<file path="config.mk">
export PLATFORM = sky130hd
export DESIGN_NAME = tile_mean_color_classifier
export DESIGN_NICKNAME = d
export VERILOG_FILES = /design/src/tmcc_pkg.sv /design/src/tmcc_cfg_regs.sv /design/src/tile_mean_color_classifier.sv
export SDC_FILE = /design/constraint.sdc
export NUM_CORES = 1
export LEC_CHECK = 0
export BUFFER_PORTS_ARGS = -buffer_cell sky130_fd_sc_hd__buf_4
export CAP_MARGIN = 40
export CORE_UTILIZATION = 56
export CTS_CLUSTER_DIAMETER = 30
export DETAILED_ROUTE_END_ITERATION = 10
export GPL_TIMING_DRIVEN = 0
export PLACE_DENSITY = 0.7
export RECOVER_POWER = 25
export REMOVE_ABC_BUFFERS = 1
export SETUP_SLACK_MARGIN = 0.4
export SYNTH_ARGS = -nofsm -noshare
export SYNTH_HDL_FRONTEND = slang
export SYNTH_SLANG_ARGS = --single-unit
export TNS_END_PERCENT = 100
</file>
<file path="constraint.sdc">
create_clock -name clk -period 11.25 [get_ports clk]
set_input_delay 0.5625 -clock clk [delete_from_list [all_inputs] [get_ports clk]]
set_output_delay 0.5625 -clock clk [all_outputs]
set_load 0.1 [all_outputs]
</file>
<file path="src/tmcc_pkg.sv">
// ----------------------------------------------------------------------------
// Tile mean color classifier package
// Shared constants, register indexes, sequencer state and channel select
// types used by the configuration registers and the classifier core.
// ----------------------------------------------------------------------------
package tmcc_pkg;

	// Pixel and palette packing.
	localparam int CHAN_W        = 8;
	localparam int NUM_CHANNELS  = 3;
	localparam int PAL_ENTRY_W   = NUM_CHANNELS * CHAN_W;

	// Configuration port.
	localparam int CFG_INDEX_W   = 3;
	localparam int CFG_DATA_W    = PAL_ENTRY_W;
	localparam int SIDE_REG_W    = 7;
	localparam int NUM_PAL_REGS  = 5;
	localparam int SIDE_RESET    = 20;

	localparam logic [CFG_INDEX_W-1:0] REG_TILE_WIDTH  = 3'd0;
	localparam logic [CFG_INDEX_W-1:0] REG_TILE_HEIGHT = 3'd1;
	localparam logic [CFG_INDEX_W-1:0] REG_PALETTE_0   = 3'd2;

	// Distance search starts from the square of the no-match bound, which is
	// larger than any real squared distance.
	localparam int NO_MATCH_BOUND = 1000;
	localparam int BEST_INIT      = NO_MATCH_BOUND * NO_MATCH_BOUND;
	localparam int DIST_W         = $clog2(BEST_INIT + 1);

	// Output field width of the palette index.
	localparam int OUT_IDX_W      = 3;

	typedef enum logic [1:0] {
		ST_ACC,
		ST_DIV,
		ST_DIST,
		ST_DONE
	} state_t;

	// Channel being worked on; the compare slot closes one palette entry.
	typedef enum logic [1:0] {
		CH_FIRST,
		CH_SECOND,
		CH_THIRD,
		CH_CMP
	} chan_sel_t;

	function automatic logic [CHAN_W-1:0] pal_byte(
		input logic [PAL_ENTRY_W-1:0] entry,
		input chan_sel_t              sel
	);
		logic [CHAN_W-1:0] b;
		case (sel)
			CH_FIRST:  b = entry[23:16];
			CH_SECOND: b = entry[15:8];
			CH_THIRD:  b = entry[7:0];
			default:   b = '0;
		endcase
		return b;
	endfunction

endpackage

</file>
<file path="src/tmcc_cfg_regs.sv">
// ----------------------------------------------------------------------------
// Tile mean color classifier configuration registers
// Holds tile size and palette, clamps the tile sides and registers the area.
// ----------------------------------------------------------------------------
module tmcc_cfg_regs #(
	parameter int MAX_TILE_SIDE = 64,
	parameter int PALETTE_SIZE  = 5
) (
	input  logic                                clk,
	input  logic                                arst_n,
	input  logic                                wr_en,
	input  logic [tmcc_pkg::CFG_INDEX_W-1:0]    wr_index,
	input  logic [tmcc_pkg::CFG_DATA_W-1:0]     wr_data,
	output logic [$clog2(MAX_TILE_SIDE*MAX_TILE_SIDE+1)-1:0] area,
	output logic                                settling,
	output logic [tmcc_pkg::PAL_ENTRY_W-1:0]    palette [PALETTE_SIZE]
);

	localparam int SIDE_W    = $clog2(MAX_TILE_SIDE + 1);
	localparam int CMP_W     = (SIDE_W > tmcc_pkg::SIDE_REG_W) ? SIDE_W : tmcc_pkg::SIDE_REG_W;
	localparam int AREA_W    = $clog2(MAX_TILE_SIDE * MAX_TILE_SIDE + 1);
	localparam int RST_SIDE  = (tmcc_pkg::SIDE_RESET > MAX_TILE_SIDE) ?
	                           MAX_TILE_SIDE : tmcc_pkg::SIDE_RESET;
	localparam int RST_AREA  = RST_SIDE * RST_SIDE;
	localparam logic [CMP_W-1:0] MAX_SIDE = CMP_W'(MAX_TILE_SIDE);

	logic [tmcc_pkg::SIDE_REG_W-1:0] width_q;
	logic [tmcc_pkg::SIDE_REG_W-1:0] height_q;
	logic [SIDE_W-1:0]               width_cl;
	logic [SIDE_W-1:0]               height_cl;
	logic [2*SIDE_W-1:0]             area_prod;
	logic [AREA_W-1:0]               area_q;
	logic                            settling_q;

	always_ff @(posedge clk or negedge arst_n) begin
		if (!arst_n) begin
			width_q  <= tmcc_pkg::SIDE_REG_W'(tmcc_pkg::SIDE_RESET);
			height_q <= tmcc_pkg::SIDE_REG_W'(tmcc_pkg::SIDE_RESET);
		end else if (wr_en) begin
			if (wr_index == tmcc_pkg::REG_TILE_WIDTH) begin
				width_q <= wr_data[tmcc_pkg::SIDE_REG_W-1:0];
			end
			if (wr_index == tmcc_pkg::REG_TILE_HEIGHT) begin
				height_q <= wr_data[tmcc_pkg::SIDE_REG_W-1:0];
			end
		end
	end

	// Entries beyond the register list are never written and stay zero.
	for (genvar e = 0; e < PALETTE_SIZE; e++) begin : g_pal
		if (e < tmcc_pkg::NUM_PAL_REGS) begin : g_wr
			always_ff @(posedge clk or negedge arst_n) begin
				if (!arst_n) begin
					palette[e] <= '0;
				end else if (wr_en &&
				             wr_index == tmcc_pkg::REG_PALETTE_0 + tmcc_pkg::CFG_INDEX_W'(e)) begin
					palette[e] <= wr_data;
				end
			end
		end else begin : g_zero
			assign palette[e] = '0;
		end
	end

	// A side of zero counts as one; a side above the maximum is cut to it.
	always_comb begin
		if (width_q == '0) begin
			width_cl = SIDE_W'(1);
		end else if (CMP_W'(width_q) > MAX_SIDE) begin
			width_cl = SIDE_W'(MAX_TILE_SIDE);
		end else begin
			width_cl = SIDE_W'(width_q);
		end
		if (height_q == '0) begin
			height_cl = SIDE_W'(1);
		end else if (CMP_W'(height_q) > MAX_SIDE) begin
			height_cl = SIDE_W'(MAX_TILE_SIDE);
		end else begin
			height_cl = SIDE_W'(height_q);
		end
	end

	assign area_prod = (2*SIDE_W)'(width_cl) * (2*SIDE_W)'(height_cl);

	always_ff @(posedge clk or negedge arst_n) begin
		if (!arst_n) begin
			area_q     <= AREA_W'(RST_AREA);
			settling_q <= 1'b0;
		end else begin
			area_q     <= AREA_W'(area_prod);
			settling_q <= wr_en;
		end
	end

	assign area     = area_q;
	assign settling = settling_q;

endmodule

</file>
<file path="src/tile_mean_color_classifier.sv">
// ----------------------------------------------------------------------------
// Tile mean color classifier
// Averages the pixels of a tile per channel and names the nearest palette
// color by squared Euclidean distance.
// ----------------------------------------------------------------------------
// Pixels arrive one beat at a time on the input channel and are taken at one
// per cycle while a tile fills; the only gap is the cycle after each
// configuration write, while the tile area register settles. When the beat
// that completes the tile is taken, the block stops taking pixels and runs a
// shared compare-and-subtract unit as a restoring divider, nine steps per
// channel, then a shared square-and-add unit over the palette, one channel
// per step and a compare slot per entry, then moves the result into the
// output register. The input stays blocked from the last pixel of a tile until
// that move, which also waits while the previous result is still untaken.
// The output register lets the next tile fill while a result waits. Means
// saturate at 255 when the tile size was reduced mid-tile, and the lowest
// palette index wins a tie.
// ----------------------------------------------------------------------------
module tile_mean_color_classifier #(
	parameter int MAX_TILE_SIDE = 64,
	parameter int PALETTE_SIZE  = 5
) (
	input  logic                                 clk,
	input  logic                                 arst_n,

	input  logic                                 cfg_valid,
	output logic                                 cfg_ready,
	input  logic [tmcc_pkg::CFG_INDEX_W-1:0]     cfg_index,
	input  logic [tmcc_pkg::CFG_DATA_W-1:0]      cfg_data,

	input  logic                                 in_valid,
	output logic                                 in_ready,
	input  logic [tmcc_pkg::CHAN_W-1:0]          chan_first,
	input  logic [tmcc_pkg::CHAN_W-1:0]          chan_second,
	input  logic [tmcc_pkg::CHAN_W-1:0]          chan_third,

	output logic                                 out_valid,
	input  logic                                 out_ready,
	output logic [tmcc_pkg::CHAN_W-1:0]          mean_first,
	output logic [tmcc_pkg::CHAN_W-1:0]          mean_second,
	output logic [tmcc_pkg::CHAN_W-1:0]          mean_third,
	output logic [tmcc_pkg::OUT_IDX_W-1:0]       nearest_index
);

	localparam int CW        = tmcc_pkg::CHAN_W;
	localparam int AREA_W    = $clog2(MAX_TILE_SIDE * MAX_TILE_SIDE + 1);
	localparam int SUM_W     = $clog2(MAX_TILE_SIDE * MAX_TILE_SIDE * 255 + 1);
	localparam int DIV_W     = AREA_W + CW;
	localparam int STEP_W    = $clog2(CW + 1);
	localparam int PAL_IDX_W = (PALETTE_SIZE > 1) ? $clog2(PALETTE_SIZE) : 1;
	localparam int DW        = tmcc_pkg::DIST_W;

	localparam logic [STEP_W-1:0]    LAST_STEP = STEP_W'(CW);
	localparam logic [PAL_IDX_W-1:0] LAST_ENT  = PAL_IDX_W'(PALETTE_SIZE - 1);

	// Configuration.
	logic [AREA_W-1:0]                area;
	logic                             settling;
	logic [tmcc_pkg::PAL_ENTRY_W-1:0] palette [PALETTE_SIZE];

	// Sequencer.
	tmcc_pkg::state_t    state_q, state_d;
	tmcc_pkg::chan_sel_t ch_q;
	tmcc_pkg::chan_sel_t ch_next;
	logic [STEP_W-1:0]   step_q;
	logic [PAL_IDX_W-1:0] ent_q;

	// Accumulation.
	logic [SUM_W-1:0]  sum_q [tmcc_pkg::NUM_CHANNELS];
	logic [AREA_W-1:0] count_q;
	logic [AREA_W-1:0] count_inc;
	logic [SUM_W-1:0]  sum_next_first;
	logic              pix_beat;
	logic              tile_end;

	// Divider.
	logic [SUM_W-1:0]  rem_q;
	logic [DIV_W-1:0]  div_q;
	logic [CW-1:0]     quot_q;
	logic              div_ge;
	logic [CW-1:0]     div_mean;
	logic [SUM_W-1:0]  div_src;
	logic              div_last;
	logic [CW-1:0]     mean_q [tmcc_pkg::NUM_CHANNELS];

	// Distance unit.
	logic [CW-1:0]     pal_b;
	logic [CW-1:0]     mean_b;
	logic [CW-1:0]     diff;
	logic [2*CW-1:0]   diff_sq;
	logic [DW-1:0]     acc_q;
	logic [DW-1:0]     best_q;
	logic [PAL_IDX_W-1:0] best_idx_q;
	logic              dist_last;

	// Output register.
	logic              out_valid_q;
	logic              out_free;
	logic [CW-1:0]     out_mean_q [tmcc_pkg::NUM_CHANNELS];
	logic [PAL_IDX_W-1:0] out_idx_q;

	tmcc_cfg_regs #(
		.MAX_TILE_SIDE (MAX_TILE_SIDE),
		.PALETTE_SIZE  (PALETTE_SIZE)
	) u_cfg (
		.clk      (clk),
		.arst_n   (arst_n),
		.wr_en    (cfg_valid),
		.wr_index (cfg_index),
		.wr_data  (cfg_data),
		.area     (area),
		.settling (settling),
		.palette  (palette)
	);

	// Configuration writes are always taken.
	assign cfg_ready = 1'b1;

	// ------------------------------------------------------------------
	// Sequencer: next state.
	// ------------------------------------------------------------------
	always_comb begin
		state_d = state_q;
		case (state_q)
			tmcc_pkg::ST_ACC: begin
				if (pix_beat && tile_end) begin
					state_d = tmcc_pkg::ST_DIV;
				end
			end
			tmcc_pkg::ST_DIV: begin
				if (div_last && ch_q == tmcc_pkg::CH_THIRD) begin
					state_d = tmcc_pkg::ST_DIST;
				end
			end
			tmcc_pkg::ST_DIST: begin
				if (dist_last) begin
					state_d = tmcc_pkg::ST_DONE;
				end
			end
			tmcc_pkg::ST_DONE: begin
				if (out_free) begin
					state_d = tmcc_pkg::ST_ACC;
				end
			end
			default: state_d = tmcc_pkg::ST_ACC;
		endcase
	end

	// ------------------------------------------------------------------
	// Sequencer: outputs and step decodes.
	// ------------------------------------------------------------------
	always_comb begin
		in_ready  = (state_q == tmcc_pkg::ST_ACC) && !settling;
		pix_beat  = in_valid && in_ready;
		out_free  = !out_valid_q || out_ready;
		div_last  = (step_q == LAST_STEP);
		dist_last = (ch_q == tmcc_pkg::CH_CMP) && (ent_q == LAST_ENT);
	end

	always_comb begin
		case (ch_q)
			tmcc_pkg::CH_FIRST:  ch_next = tmcc_pkg::CH_SECOND;
			tmcc_pkg::CH_SECOND: ch_next = tmcc_pkg::CH_THIRD;
			tmcc_pkg::CH_THIRD:  ch_next = tmcc_pkg::CH_CMP;
			default:             ch_next = tmcc_pkg::CH_FIRST;
		endcase
	end

	// The tile closes once the count including this pixel reaches the area.
	assign count_inc      = count_q + AREA_W'(1);
	assign tile_end       = (count_inc >= area);
	assign sum_next_first = sum_q[0] + SUM_W'(chan_first);

	// ------------------------------------------------------------------
	// Divider unit: one compare and subtract per cycle. The first step
	// tests the sum against the area times 256, which flags saturation;
	// the remaining eight steps give the quotient bits.
	// ------------------------------------------------------------------
	assign div_ge   = (DIV_W'(rem_q) >= div_q);
	assign div_mean = quot_q[CW-1] ? {CW{1'b1}} : {quot_q[CW-2:0], div_ge};

	always_comb begin
		case (ch_q)
			tmcc_pkg::CH_FIRST: div_src = sum_q[1];
			default:            div_src = sum_q[2];
		endcase
	end

	// ------------------------------------------------------------------
	// Distance unit: one channel's squared difference per cycle, then a
	// compare slot that keeps the strictly smaller distance.
	// ------------------------------------------------------------------
	always_comb begin
		pal_b = tmcc_pkg::pal_byte(palette[ent_q], ch_q);
		case (ch_q)
			tmcc_pkg::CH_FIRST:  mean_b = mean_q[0];
			tmcc_pkg::CH_SECOND: mean_b = mean_q[1];
			tmcc_pkg::CH_THIRD:  mean_b = mean_q[2];
			default:             mean_b = '0;
		endcase
		diff    = (pal_b > mean_b) ? (pal_b - mean_b) : (mean_b - pal_b);
		diff_sq = (2*CW)'(diff) * (2*CW)'(diff);
	end

	// ------------------------------------------------------------------
	// Control registers.
	// ------------------------------------------------------------------
	always_ff @(posedge clk or negedge arst_n) begin
		if (!arst_n) begin
			state_q     <= tmcc_pkg::ST_ACC;
			ch_q        <= tmcc_pkg::CH_FIRST;
			step_q      <= '0;
			ent_q       <= '0;
			count_q     <= '0;
			out_valid_q <= 1'b0;
			for (int i = 0; i < tmcc_pkg::NUM_CHANNELS; i++) begin
				sum_q[i] <= '0;
			end
		end else begin
			state_q <= state_d;

			// A new result may load in the same cycle the old one is taken.
			if (state_q == tmcc_pkg::ST_DONE && out_free) begin
				out_valid_q <= 1'b1;
			end else if (out_valid_q && out_ready) begin
				out_valid_q <= 1'b0;
			end

			case (state_q)
				tmcc_pkg::ST_ACC: begin
					if (pix_beat) begin
						sum_q[0] <= sum_next_first;
						sum_q[1] <= sum_q[1] + SUM_W'(chan_second);
						sum_q[2] <= sum_q[2] + SUM_W'(chan_third);
						count_q  <= tile_end ? '0 : count_inc;
						ch_q     <= tmcc_pkg::CH_FIRST;
						step_q   <= '0;
					end
				end
				tmcc_pkg::ST_DIV: begin
					if (div_last) begin
						step_q <= '0;
						if (ch_q == tmcc_pkg::CH_THIRD) begin
							ch_q  <= tmcc_pkg::CH_FIRST;
							ent_q <= '0;
							for (int i = 0; i < tmcc_pkg::NUM_CHANNELS; i++) begin
								sum_q[i] <= '0;
							end
						end else begin
							ch_q <= ch_next;
						end
					end else begin
						step_q <= step_q + STEP_W'(1);
					end
				end
				tmcc_pkg::ST_DIST: begin
					ch_q <= ch_next;
					if (ch_q == tmcc_pkg::CH_CMP && !dist_last) begin
						ent_q <= ent_q + PAL_IDX_W'(1);
					end
				end
				default: ;
			endcase
		end
	end

	// ------------------------------------------------------------------
	// Datapath registers.
	// ------------------------------------------------------------------
	always_ff @(posedge clk) begin
		case (state_q)
			tmcc_pkg::ST_ACC: begin
				if (pix_beat && tile_end) begin
					rem_q <= sum_next_first;
					div_q <= {area, CW'(0)};
				end
			end
			tmcc_pkg::ST_DIV: begin
				if (div_last) begin
					case (ch_q)
						tmcc_pkg::CH_FIRST:  mean_q[0] <= div_mean;
						tmcc_pkg::CH_SECOND: mean_q[1] <= div_mean;
						default:             mean_q[2] <= div_mean;
					endcase
					rem_q  <= div_src;
					div_q  <= {area, CW'(0)};
					best_q <= DW'(tmcc_pkg::BEST_INIT);
				end else begin
					rem_q  <= div_ge ? (rem_q - SUM_W'(div_q)) : rem_q;
					div_q  <= div_q >> 1;
					quot_q <= {quot_q[CW-2:0], div_ge};
				end
			end
			tmcc_pkg::ST_DIST: begin
				if (ch_q == tmcc_pkg::CH_CMP) begin
					if (acc_q < best_q) begin
						best_q     <= acc_q;
						best_idx_q <= ent_q;
					end
				end else if (ch_q == tmcc_pkg::CH_FIRST) begin
					acc_q <= DW'(diff_sq);
				end else begin
					acc_q <= acc_q + DW'(diff_sq);
				end
			end
			tmcc_pkg::ST_DONE: begin
				if (out_free) begin
					out_mean_q[0] <= mean_q[0];
					out_mean_q[1] <= mean_q[1];
					out_mean_q[2] <= mean_q[2];
					out_idx_q     <= best_idx_q;
				end
			end
			default: ;
		endcase
	end

	assign out_valid     = out_valid_q;
	assign mean_first    = out_mean_q[0];
	assign mean_second   = out_mean_q[1];
	assign mean_third    = out_mean_q[2];
	assign nearest_index = tmcc_pkg::OUT_IDX_W'(out_idx_q);

endmodule

</file>
### Word level (Yosys, flattened, before mapping)

Memory sizes are Yosys's and may differ from the RTL's.
Cells that the tools add are included.

| storage, ports and cells | value |
|---|---|
| register bits | 328 |
| RAM bits | 48 |
| input port bits | 56 |
| output and inout port bits | 30 |
| memories | 2 |

| cells by class | value |
|---|---|
| add/subtract/negate cells | 10 |
| $mul | 2 |
| magnitude comparators | 7 |
| equal/unequal tests | 25 |
| muxes and demuxes | 69 |
| bitwise operators | 3 |
| reductions and logical operators | 44 |

Memory list:

| name | depth | width | rd ports | clocked after memory_dff | write ports | RTL line | source |
|---|---|---|---|---|---|---|---|
| mean_q | 3 | 8 | 3 | 0 | 1 | tile_mean_color_classifier.sv:84 | `logic [CW-1:0] mean_q [tmcc_pkg::NUM_CHANNELS];` |
| out_mean_q | 3 | 8 | 3 | 0 | 3 | tile_mean_color_classifier.sv:99 | `logic [CW-1:0] out_mean_q [tmcc_pkg::NUM_CHANNELS];` |

Operators by type and width:

| kind | number |
|---|---|
| $mux 60 | 3 |
| $mux 20 | 7 |
| $pmux 60 s2 | 1 |
| $pmux 20 s2 | 2 |
| $bmux 24 s3 | 1 |
| $add 20x8->20 | 3 |
| $mux 24 | 2 |
| $pmux 8 s3 | 2 |
| $mux 21 | 2 |
| $pmux 21 s2 | 1 |
| $mux 8 | 4 |
| $mux 7 | 4 |
| $ge 20x21->1 | 1 |
| $add 20x16->20 | 1 |
| $lt 20x20->1 | 1 |
| $ne 2x2->1 const B | 10 |
| $sub 20x20->20 | 1 |
| $mux 1 | 19 |
| $mux 2 | 9 |
| $mul 8x8->16 | 1 |
| $mux 16 | 1 |
| $reduce_and 2->1 | 8 |
| $reduce_and 4->1 | 4 |
| $reduce_or 8->1 | 2 |
| 35 further kinds | 70 |

### Logic depth before layout (Yosys ltp)

| logic depth | value |
|---|---|
| depth in word-level cells | 10 |
| gate-level depth with buffers | 42 |
| gate-level depth less buffers | 39 |

### Modules after synthesis

From an unflattened synthesis, not the netlist that was laid out.

| unflattened totals | value |
|---|---|
| cell total of the unflattened synthesis | 2286 |
| area, all modules | 23938.0 µm² |

By module, submodules not included:

| module | times used | cells an instance | area each (µm²) |
|---|---|---|---|
| tile_mean_color_classifier | 1 | 1783 | 16952.5 |
| tmcc_cfg_regs | 1 | 503 | 6985.4 |

### Least setup slack after synthesis

Ideal clock, no wire load.

| path | value |
|---|---|
| path kind | register -> register |
| start | register ent_q[0] |
| end | register acc_q[17], data pin |
| data arrival time | 8496 ps |
| data required time | 10988 ps |
| path slack | 2492 ps |
| stages on the path, launching flop included | 34 |
| cell sequence | dfrtp_1 -> clkbuf_1 -> clkbuf_1 -> mux2_2 -> a22oi_1 -> o22ai_1 -> nand2_1 -> a31oi_1 -> ha_1 -> buf_6 -> a211oi_2 -> o21bai_2 -> o21ai_2 -> mux2i_1 -> xor2_1 -> or2_1 -> inv_1 -> fa_1 -> fa_1 -> inv_1 -> fa_1 -> fa_1 -> inv_1 -> ha_1 -> o41ai_1 -> o21ba_2 -> xnor2_1 -> ha_1 -> a21oi_1 -> o21ai_0 -> a221oi_2 -> o21ai_1 -> o21a_1 -> mux2_1 |

| between the ends | value |
|---|---|
| cells in the longest elaborated chain, start to end | 9 |
| elaborated cells between the ends (all ways) | 11 |
| classes of those cells | add/sub: 3; mul: 1; order compare: 1; mux: 5; bitwise: 1 |

RTL lines:

| item | RTL line | source |
|---|---|---|
| start: declaration | tile_mean_color_classifier.sv:66 | `logic [PAL_IDX_W-1:0] ent_q;` |
| start signal: assignment | tile_mean_color_classifier.sv:259 | `ent_q <= ent_q + PAL_IDX_W'(1);` |
| $not 3->4 (implied by the code) (*) | tile_mean_color_classifier.sv:194 | `pal_b = tmcc_pkg::pal_byte(palette[ent_q], ch_q);` |
| $bmux 24 s3 (*) | tile_mean_color_classifier.sv:194 |  |
| $mux 24 (implied by the code) (*) (2 in a row) | tile_mean_color_classifier.sv:194 |  |
| $pmux 8 s3 (*) | tmcc_pkg.sv:53 | `case (sel)` |
| $sub 8x8->8 or $gt 8x8->1 (tied branches) | tile_mean_color_classifier.sv:201 | `diff = (pal_b > mean_b) ? (pal_b - mean_b) : (mean_b - pal_b);` |
| $mux 8 (*) | tile_mean_color_classifier.sv:201 |  |
| $mul 8x8->16 (*) | tile_mean_color_classifier.sv:202 | `diff_sq = (2*CW)'(diff) * (2*CW)'(diff);` |
| $add 20x16->20 (*) | tile_mean_color_classifier.sv:303 | `acc_q <= acc_q + DW'(diff_sq);` |
| end signal: assignment | tile_mean_color_classifier.sv:301 | `acc_q <= DW'(diff_sq);` |
| end signal: assignment | tile_mean_color_classifier.sv:303 |  |
| end: declaration | tile_mean_color_classifier.sv:91 | `logic [DW-1:0] acc_q;` |

Mark *: on every way between the ends. The rest lies on a longest branch, timed or not. The select of a mux whose other input is x is not followed.
A chain may end at the register's enable or synchronous reset.

### Worst setup path after layout

Ends and elaborated chain as after synthesis.

==> results.md <==
- Status: finished with violations
- Failing checks: max-capacitance violations, max-slew violations
- Yosys reg bits: 376
- Ys async rst share: 0.6197
- Placed inst area: 0.02521 mm^2
- Vias in the first global route: 17.78k
- IO buf count: 84
- Hold EP: u_cfg.settling
- Post-synth EDFFs: 143
- Dpl hpwl: 38,430 um
- Fin area: 0.02822 mm^2
- RePlAce Congestion: 0.8674
- Die height: 207.7 um
- Count of final setup violators: 0
- Max Buffers Root-to-Sink: 3
- Most common cell after layout, fill and taps aside: nand2_1
- Worst-case reg-to-reg path depth: 36
- Std cell rows: 75
- Mapped Cells: 2,267
- Layout Utilization: 0.6742
- Clock transition at path regs: 50 ps
- Top cell family by delay on the critical path: adder cells
- Number of routed nets with antenna violations: 0
- Fillers: 3,151
- Final period utilization: 0.9096
- YS warnings: 0
- Largest net degree at the start of global routing: 120
- Flop-to-flop setup slack: 1020 ps
- Pre-CTS setup slack: 596.6 ps
- CORE AREA: 0.04185 mm^2
- Post-route clock skew: 35.31 ps
- Die area: 0.04316 mm^2
- Final Slew Violations: 120
- Max Freq: 0.09772 GHz
- Worst setup EP type: register
- N_diodes: 0
- Unique cell type count in the Yosys netlist: 88
- # nets final: 2,685
- DRC viols: 0
- Area grow syn2layout: 19.03%
- Root Driver: clkbuf_16
- Fin worst setup slack: 1017 ps
- Post-Syn Area per Cell: 10.46 um^2
- Syn Std Cell Area: 0.02371 mm^2
- DR WL/cell: 18.29 um
- WL final: 55,010 um
- Most frequent cells in the layout: nand2_1 (229), dfrtp_1 (225), inv_1 (182), ha_1 (178), mux2_2 (174)
- Initial core utilization: 0.5664
- WHS Path Cells: 1
- Highest net fanout along the worst path: 28
- TritonCTS clock tree: built
- Fin crit period: 10,230 ps
- IO Pins: 86
- Min-Delay Path Class: primary input to register
- Total track usage: 0.2618
- CTS Buf Count: 89
- Sequential share of the synthesized area: 0.4275
- Setup Buffers After CTS: 0
- Pre-Repair DR Iteration Count: 5
- Crit-path slowest cell: dfrtp_1
- CP required: 11,610 ps
- Relative slew slack: -3.394
- Worst path max stage delay: 700 ps
- RSZ-0062 raised after global routing: no
- R2r endpoint: acc_q[17]
- Max-Cap Viols: 1
- CTS sink cnt: 376
- Share of cells above drive strength 1: 0.2041
- Total number of vias: 17.34k
- H-tree depth: 3
- Initial antenna violation count: 0
- Congestion Overflow GR: 0
- Vias/cell: 5.763
- Starting DRT DRC Count: 1,004
- Die Span X: 207.7 um
- CP arrival: 10,590 ps
- WP buf/inv: 4
- First-pass GRT wire length: 90,980 um
- R2R Path Start: ent_q[0]
- Primary FF master, synth: dfrtp_1
- Hold_sp: cfg_valid
- Setup crit start kind: register
- Measured slew at the worst slew-check pin: 6592 ps
- Worst Setup Path Type: register to register
- Final count of hold timing violations: 0
- Clock latency on the worst-skew pair: 630 ps
## Yosys cell counts (21+ instances only)
cell type,instances,area [um^2]
nor3_1,34,170.2
o21ai_0,136,680.7
edfxtp_1,143,4294
fa_1,53,1061
ha_1,182,2277
xnor2_1,66,578.1
nor2b_1,32,200.2
dfrtp_1,226,5655
a21o_1,37,277.8
mux2_2,174,1959
nand2b_1,22,137.6
nand2_1,229,859.6
mux2i_1,21,210.2
clkbuf_1,69,259.0
a21oi_1,83,415.4
xor2_1,56,490.5
nand3_1,38,190.2
nor2_1,152,570.6
inv_1,182,683.2
and2_1,33,206.5
## cell type report
type | count | area (um^2) | share of cell area
clock buffers | 116 | 2469 | 0.08749
flip-flops and latches | 376 | 10130 | 0.3592
repair buffers | 117 | 1067 | 0.03782
clock inverters | 50 | 559.3 | 0.01982
well taps | 539 | 674.4 | 0.02390
inverters | 183 | 686.9 | 0.02434
multi-input cells | 1627 | 12630 | 0.4475
## worst register-to-register path: cells and delay by family, from the launching register on
family	cells	cell delay, ps
xor gates and xnor gates	2	870
adders and majority gates	7	2830
DFF	1	700
and+or+nand+nor	9	1900
AOI/OAI and AO/OA	13	2830
muxes	1	300
buffers and inverters	4	530
## stage by stage
stage                     hold slack [ps]  setup TNS, ps  instances
after floorplan                     266.9              0       2186
after global placement              405.2         -788.2       2809
after detailed placement            404.6              0       2839
after CTS                           56.38              0       3006
after global routing                152.8              0       3008
final                               158.0              0       3008
## sequential cells by signal, indices dropped and copies added (netlist names), 20 cells and up
| signal | count |
|---|---|
| acc_q | 20 |
| best_q | 20 |
| div_q | 21 |
| mean_q | 24 |
| out_mean_q | 24 |
| rem_q | 20 |
| sum_q | 60 |
| u_cfg.palette | 120 |
## timing repair
item                                    in CTS  in global routing
gates resized for setup                      0                  3
endpoints found under the setup margin       0                  5
hold endpoints to repair                    14                  0
hold buffers                                 1                  0
## worst max path at each step
stage	from	end	slack [ps]	cells after the start
3_3_place_gp	ch_q[0]	acc_q[17]	-200	32
4_1_cts	ent_q[2]	acc_q[17]	550	34
5_1_grt	ent_q[0]	acc_q[17]	240	36
2_1_floorplan	ch_q[0]	acc_q[17]	1800	32
3_5_place_dp	ent_q[2]	acc_q[17]	600	34
6_report	ent_q[0]	acc_q[17]	1020	36
## layer usage
metal | wire, um | up-vias | track usage
li1 | - | 8266 | -
met1 | 24490 | 8561 | 0.3476
met2 | 26390 | 413 | 0.4300
met3 | 2739 | 95 | 0.04917
met4 | 1391 | 0 | 0.09323
met5 | 0 | - | 0
## logic make-up after synthesis
kind of cell,after synthesis,synth area share
adder cells (fa/ha/maj),235,0.1408
buffers and inverters,264,0.04259
AND/OR/NAND/NOR,623,0.1235
AO/OA/AOI/OAI,439,0.1188
other,1,0.0001582
multiplexers,205,0.1002
flip-flops,376,0.4275
XOR/XNOR,124,0.04645
Power is left out: the tool's default activity adds up to more than one toggle a clock period on the data nets, which glitch-free logic cannot reach.
